`config.mk`:
```
export PLATFORM = sky130hd
export DESIGN_NAME = bf16_dot_product_accumulator_core
export DESIGN_NICKNAME = d
export VERILOG_FILES = /design/src/sv/bf16dp_pkg.sv /design/src/sv/bf16_dot_product_accumulator_core.sv /design/src/sv/bf16dp_mul.sv /design/src/sv/bf16dp_add.sv
export VERILOG_INCLUDE_DIRS = /design/src /design/src/sv
export SDC_FILE = /design/constraint.sdc
export NUM_CORES = 1
export LEC_CHECK = 0
export BUFFER_PORTS_ARGS = -buffer_cell sky130_fd_sc_hd__buf_2
export CELL_PAD_IN_SITES_DETAIL_PLACEMENT = 0
export CELL_PAD_IN_SITES_GLOBAL_PLACEMENT = 1
export CORE_MARGIN = 4
export CORE_UTILIZATION = 45
export CTS_CLUSTER_DIAMETER = 200
export CTS_CLUSTER_SIZE = 10
export DETAILED_ROUTE_END_ITERATION = 16
export GPL_ROUTABILITY_DRIVEN = 0
export GPL_TIMING_DRIVEN = 0
export HOLD_SLACK_MARGIN = 0.03
export PLACE_DENSITY = 0.78
export SLEW_MARGIN = 10
export SYNTH_ARGS = -nofsm -noshare
export SYNTH_HDL_FRONTEND = slang
export SYNTH_SLANG_ARGS = --single-unit
```
`constraint.sdc`:
```
create_clock -name clk_i -period 23.6 [get_ports clk_i]
set_input_delay 3.54 -clock clk_i [delete_from_list [all_inputs] [get_ports clk_i]]
set_output_delay 3.54 -clock clk_i [all_outputs]
set_load 0.05 [all_outputs]
```
`src/sv/assert_macros.svh`:
```
// Assertion helper macros used by the accumulator core.
`ifndef ASSERT_MACROS_SVH
`define ASSERT_MACROS_SVH

// Checked at every rising edge of clk_i, off while reset is asserted.
`define ASSERT_CLK(label, prop, msg) \
  label: assert property (@(posedge clk_i) disable iff (!rst_ni) (prop)) else $error(msg);

// Checked at every rising edge of clk_i, reset included.
`define ASSERT_ALWAYS(label, prop, msg) \
  label: assert property (@(posedge clk_i) (prop)) else $error(msg);

`endif

```
`src/sv/bf16dp_pkg.sv`:
```
// ----------------------------------------------------------------------------
// bf16dp_pkg
// Shared types and constants for the bfloat16 dot product accumulator.
// ----------------------------------------------------------------------------
package bf16dp_pkg;

  localparam int unsigned ExpW   = 8;
  localparam int unsigned ManW   = 7;
  localparam int unsigned GuardW = 8;
  // Significand with guard bits: hidden one, mantissa, guard bits.
  localparam int unsigned SigW   = 1 + ManW + GuardW;
  // One extra bit for the carry out of an effective addition.
  localparam int unsigned MagW   = SigW + 1;
  localparam int unsigned MaxAlign = 30;
  localparam logic [ExpW-1:0] ExpBias = 8'd127;
  localparam logic [ExpW-1:0] ExpMax  = 8'd255;

  typedef logic [15:0] bf16_t;

endpackage

```
`src/sv/bf16_dot_product_accumulator_core.sv`:
```
// ----------------------------------------------------------------------------
// bf16_dot_product_accumulator_core
// bfloat16 multiply-accumulate with emit-and-clear on the last pair.
// ----------------------------------------------------------------------------
// Usage: the input channel (in_valid_i / in_ready_o) carries one operand
// pair a_value_i, b_value_i and a last_i flag per transfer. Each pair is
// multiplied and the product is added into a bfloat16 running sum, all in
// combinational logic between the input ports and the accumulator register.
// When a transfer has last_i set, the updated sum is placed in the output
// register and offered on out_valid_o / dot_sum_o in the cycle after the
// input transfer; the running sum then starts again from +0.
// Throughput is one pair per cycle, limited by the single multiply and add
// path feeding the accumulator register, except while a last_i pair waits.
// If the receiver stalls with a result pending, pairs without last_i are
// still taken; a pair with last_i waits until the output register is free
// or is being drained in the same cycle.
// Reset clears the running sum to +0 and drops any pending result.
// ----------------------------------------------------------------------------
`include "assert_macros.svh"

module bf16_dot_product_accumulator_core (
  input  logic              clk_i,
  input  logic              rst_ni,
  input  logic              in_valid_i,
  output logic              in_ready_o,
  input  bf16dp_pkg::bf16_t a_value_i,
  input  bf16dp_pkg::bf16_t b_value_i,
  input  logic              last_i,
  output logic              out_valid_o,
  input  logic              out_ready_i,
  output bf16dp_pkg::bf16_t dot_sum_o
);
  import bf16dp_pkg::*;

  bf16_t sum_q, sum_d, prod, acc;
  bf16_t out_q;
  logic  out_valid_q;
  logic  in_fire, out_free;

  // Single combinational pass: multiply, then add into the running sum.
  bf16dp_mul u_mul (.a_i(a_value_i), .b_i(b_value_i), .p_o(prod));
  bf16dp_add u_add (.a_i(sum_q), .b_i(prod), .s_o(acc));

  // The output slot is free when empty or being taken this cycle.
  assign out_free   = !out_valid_q || out_ready_i;
  assign in_ready_o = !last_i || out_free;
  assign in_fire    = in_valid_i && in_ready_o;

  always_comb begin
    sum_d = sum_q;
    if (in_fire) begin
      sum_d = last_i ? '0 : acc;
    end
  end

  always_ff @(posedge clk_i or negedge rst_ni) begin
    if (!rst_ni) begin
      sum_q       <= '0;
      out_valid_q <= 1'b0;
    end else begin
      sum_q <= sum_d;
      if (in_fire && last_i) begin
        out_valid_q <= 1'b1;
      end else if (out_ready_i) begin
        out_valid_q <= 1'b0;
      end
    end
  end

  always_ff @(posedge clk_i) begin
    if (in_fire && last_i) begin
      out_q <= acc;
    end
  end

  assign out_valid_o = out_valid_q;
  assign dot_sum_o   = out_q;

  `ASSERT_CLK(a_last_sets_valid, in_fire && last_i |=> out_valid_o,
              "last transfer did not raise out_valid_o")
  `ASSERT_CLK(a_last_clears_sum, in_fire && last_i |=> sum_q == '0,
              "running sum not cleared after last transfer")
  `ASSERT_CLK(a_no_overwrite, out_valid_o && !out_ready_i |-> !(in_fire && last_i),
              "pending result overwritten")

endmodule

```
`src/sv/bf16dp_mul.sv`:
```
// ----------------------------------------------------------------------------
// bf16dp_mul
// Combinational bfloat16 multiplier with truncation and exponent clamping.
// ----------------------------------------------------------------------------
module bf16dp_mul (
  input  bf16dp_pkg::bf16_t a_i,
  input  bf16dp_pkg::bf16_t b_i,
  output bf16dp_pkg::bf16_t p_o
);
  import bf16dp_pkg::*;

  logic [ExpW-1:0] ea, eb;
  logic [ManW-1:0] ma, mb, mant;
  logic            sr, zero;
  logic [15:0]     prod;
  logic signed [10:0] er;

  always_comb begin
    ea   = a_i[14:7];
    eb   = b_i[14:7];
    ma   = a_i[6:0];
    mb   = b_i[6:0];
    sr   = a_i[15] ^ b_i[15];
    zero = (a_i[14:0] == '0) || (b_i[14:0] == '0);
    prod = {8'd0, 1'b1, ma} * {8'd0, 1'b1, mb};
    er   = $signed({3'd0, ea}) + $signed({3'd0, eb}) - $signed({3'd0, ExpBias})
         + $signed({10'd0, prod[15]});
    mant = prod[15] ? prod[14:8] : prod[13:7];
    if (zero) begin
      p_o = '0;
    end else if (er < 0) begin
      p_o = {sr, 15'd0};
    end else if (er > 11'sd255) begin
      p_o = {sr, ExpMax, mant};
    end else begin
      p_o = {sr, er[7:0], mant};
    end
  end

endmodule

```
`src/sv/bf16dp_add.sv`:
```
// ----------------------------------------------------------------------------
// bf16dp_add
// Combinational bfloat16 adder with eight guard bits and truncation.
// ----------------------------------------------------------------------------
module bf16dp_add (
  input  bf16dp_pkg::bf16_t a_i,
  input  bf16dp_pkg::bf16_t b_i,
  output bf16dp_pkg::bf16_t s_o
);
  import bf16dp_pkg::*;

  logic [ExpW-1:0] ea, eb, exp_r, dabs;
  logic [SigW-1:0] siga, sigb, sh;
  logic [MagW-1:0] mag, norm;
  logic            sa, sb, sign_r, a_big;
  logic [4:0]      lz;
  logic signed [9:0] exp_f;

  always_comb begin
    sa   = a_i[15];
    sb   = b_i[15];
    ea   = a_i[14:7];
    eb   = b_i[14:7];
    a_big = ea >= eb;
    dabs = a_big ? (ea - eb) : (eb - ea);
    exp_r = a_big ? ea : eb;
    sh   = a_big ? {1'b1, b_i[6:0], 8'd0} : {1'b1, a_i[6:0], 8'd0};
    sh   = (dabs > 8'(MaxAlign)) ? '0 : (sh >> dabs);
    siga = a_big ? {1'b1, a_i[6:0], 8'd0} : sh;
    sigb = a_big ? sh : {1'b1, b_i[6:0], 8'd0};
    if (sa == sb) begin
      mag = {1'b0, siga} + {1'b0, sigb};
      sign_r = sa;
    end else if (siga >= sigb) begin
      mag = {1'b0, siga - sigb};
      sign_r = sa;
    end else begin
      mag = {1'b0, sigb - siga};
      sign_r = sb;
    end
    // Leading zero count below the carry bit.
    lz = 5'd0;
    for (int i = 0; i < SigW; i++) begin
      if (mag[i]) lz = 5'(SigW - 1 - i);
    end
    if (mag[MagW-1]) begin
      norm  = mag >> 1;
      exp_f = $signed({2'd0, exp_r}) + 10'sd1;
    end else begin
      norm  = mag << lz;
      exp_f = $signed({2'd0, exp_r}) - $signed({5'd0, lz});
    end
    if (a_i[14:0] == '0) begin
      s_o = b_i;
    end else if (b_i[14:0] == '0) begin
      s_o = a_i;
    end else if (mag == '0) begin
      s_o = '0;
    end else if (exp_f < 0) begin
      s_o = {sign_r, 15'd0};
    end else if (exp_f > 10'sd255) begin
      s_o = {sign_r, ExpMax, norm[SigW-2 -: ManW]};
    end else begin
      s_o = {sign_r, exp_f[7:0], norm[SigW-2 -: ManW]};
    end
  end

endmodule

```
==> run metrics <==
status=completed; vias in the first global route=~11000; Initial DRC Count=968; layout cell share with drive strength beyond 1=between 10% and 20%; synthesized instance count=about 1400; full die area=~26000 µm²; Syn. warnings=0; clk_skew=between 0.005 and 0.006 ns; setup TNS=0 ns; CTS H-tree depth=2; synthesis-to-finish area growth=7.546%; TritonCTS clock tree=yes; register bit total from synthesis=33; RSZ-0062 raised after global routing=no; Vias=11480; row count=55; Post-synth ARST share=between 50% and 60%; syn_nets=roughly 1600; CTS Buffer Depth=2; Avg Cell Area, Syn=between 7 and 8 µm²; final core utilization=between 40% and 50%; fin crit period=approximately 22 ns; # setup viols final=0; Synth cell types=around 110; sequential area share after synthesis=under 10%; Req. time, crit path=around 24 ns; Worst Hold Endpoint=out_valid_o$_DFFE_PN0P_; R2R setup slack=between 10 and 15 ns; r2r endpoint=dot_sum_o[1]$_DFFE_PP_; commonest cells after routing, fill and taps aside=nor2_1 (125), inv_1 (118), nand2_1 (116); critical path type=primary input to register; Fmax=roughly 45 MHz; critical-path maximum fanout=10; largest net degree at the start of global routing=18; max cap viols=0; hold crit path type=register to register; grt total ovfl=0; Top delay family on crit path=compound AO/OA/AOI/OAI gates; DRT antenna net count=0; Slowest-stage cell, CP=clkbuf_1; Initial Util=between 40% and 50%; die width=~160 µm; Die Y=161.1 µm; # clock sinks=33; final WL=37360 µm; Top Ports=55; drt wl/cell=20.69 µm; hold_sp=out_valid_o$_DFFE_PN0P_; Hold-fix buffers, CTS=0; nets=~1700; Critical Path AT=~22 ns; post-CTS sizing=0; Final Hold Vio Count=0; most common cell after layout, fill and taps aside=nor2_1; EDFF count, synth=16; worst-case reg-to-reg path depth=48; Tcrit/Tclk final=between 90% and 100%; worst setup margin=~1.3 ns; diode count=0; Post-Place Setup Slack=1.524 ns; post-DP HPWL=between 30000 and 40000 µm; dominant synthesized flop cell=dfrtp_1; Buffers on Ports=54; Slew Limit Headroom=around 37%; Critical Path End Type=register; crit path buf inv count=23; post-CTS setup buffers=0; FF-to-FF Start=sum_q[7]$_DFFE_PN0P_; TritonRoute pass-1 iters=6; initial antenna violation count=0; Final Max Slew Viols=0; Worst Hold Depth=2; Root Driver=clkbuf_16; first-pass GRT wire length=59110 µm; Total GRT Usage=between 20% and 30%; CP Launch Type=primary input; Clock transition at path regs=0.05 ns; Most common cell on crit path=inv_1; Largest stage delay, worst path=0.63 ns; vias per inst=6.358; clock latency on the worst-skew pair=around 0.27 ns; total CTS buffers=5; Hold WS=approximately 0.56 ns; drt drc=0; area of the mapped netlist=10550 µm²; Core Box Area=22850 µm²; worst-margin pin slew=between 0.9 and 1 ns
[synth_stat cells (9+ instances only)]
cell type	number	share of area, %
nor2_1	125	4.4
inv_1	118	4.2
nand2_1	116	4.1
a21oi_1	96	4.6
ha_1	94	11
o21ai_0	75	3.6
and2_1	53	3.1
nor3_1	50	2.4
clkbuf_1	41	1.5
nand3_1	40	1.9
fa_1	39	7.4
a31oi_1	28	1.7
a21o_1	27	1.9
xnor2_1	25	2.1
a211oi_1	21	1.5
o21a_1	19	1.4
o31ai_1	19	1.4
buf_2	18	0.85
mux2i_1	18	1.7
nand4_1	18	1.1
nor4_1	18	1.1
xor2_1	18	1.5
and3_1	17	1.0
dfrtp_1	17	4.0
o211ai_1	17	1.2
a22o_1	16	1.3
edfxtp_1	16	4.6
or3_1	14	0.83
o21ai_1	13	0.62
o21bai_1	11	0.78
o22ai_1	11	0.65
a211o_1	9	0.75
and4_1	9	0.75
nand2b_1	9	0.53
or4_1	9	0.64
[cell families (layout without fill, tap and decap cells)]
group	after synthesis	after routing	share of synthesized area, %
AO/OA/AOI/OAI	486	486	33.79
flip-flops	33	33	8.590
AND/OR/NAND/NOR	527	527	26.16
buffers and inverters	187	248	7.036
multiplexers	22	22	2.136
adder cells (fa/ha/maj)	133	133	18.56
XOR/XNOR	44	44	3.726
[area by class of cell]
type	instances	area, µm²
Fill cell	2341	11510
Buffer	66	285.3
Timing Repair Buffer	54	270.3
Multi-Input combinational cell	1212	8897
Clock inverter	1	5.005
Tap cell	313	391.6
Sequential cell	33	905.9
Inverter	121	456.7
Clock buffer	6	128.9
[worst max-delay path by stage]
stage / from / end / slack (ns) / cells past startpoint
floorplan: b_value_i[4] / sum_q[0]$_DFFE_PN0P_ / 5.53 / 68
global placement: a_value_i[1] / sum_q[0]$_DFFE_PN0P_ / 1.58 / 72
detailed placement: a_value_i[1] / dot_sum_o[1]$_DFFE_PP_ / 1.52 / 72
CTS: a_value_i[2] / dot_sum_o[1]$_DFFE_PP_ / 1.78 / 72
global route: a_value_i[1] / dot_sum_o[1]$_DFFE_PP_ / 0.30 / 72
finish: a_value_i[1] / dot_sum_o[1]$_DFFE_PP_ / 1.29 / 72
[registers in the layout, summed over array words and instances, names as in the netlist]
signal and flops:
out_valid_o 1, dot_sum_o 16, sum_q 16
[stage by stage]
| stage | cell area (µm²) | std cells |
|---|---|---|
| floorplan | 10550 | 1432 |
| global placement | 11210 | 1799 |
| detailed placement | 11210 | 1799 |
| CTS | 11340 | 1806 |
| global route | 11340 | 1806 |
| finish | 11340 | 1806 |
[layer usage]
metal,track usage (%),up-vias,routed length (µm),share of wire (%)
met5,0,-,0,0
met4,7.057,0,909,2.4
met3,4.414,69,3115,8.3
met2,45.66,538,17110,46
met1,37.57,5438,16230,43
li1,-,5437,-,-
[tightest hold or removal path: stages (launching register included)]
cell and delay, ns:
dfrtp_1 0.39, inv_1 0.05, o21ai_0 0.07
Power is left out: the tool's default activity adds up to more than one toggle a clock period on the data nets, which glitch-free logic cannot reach.
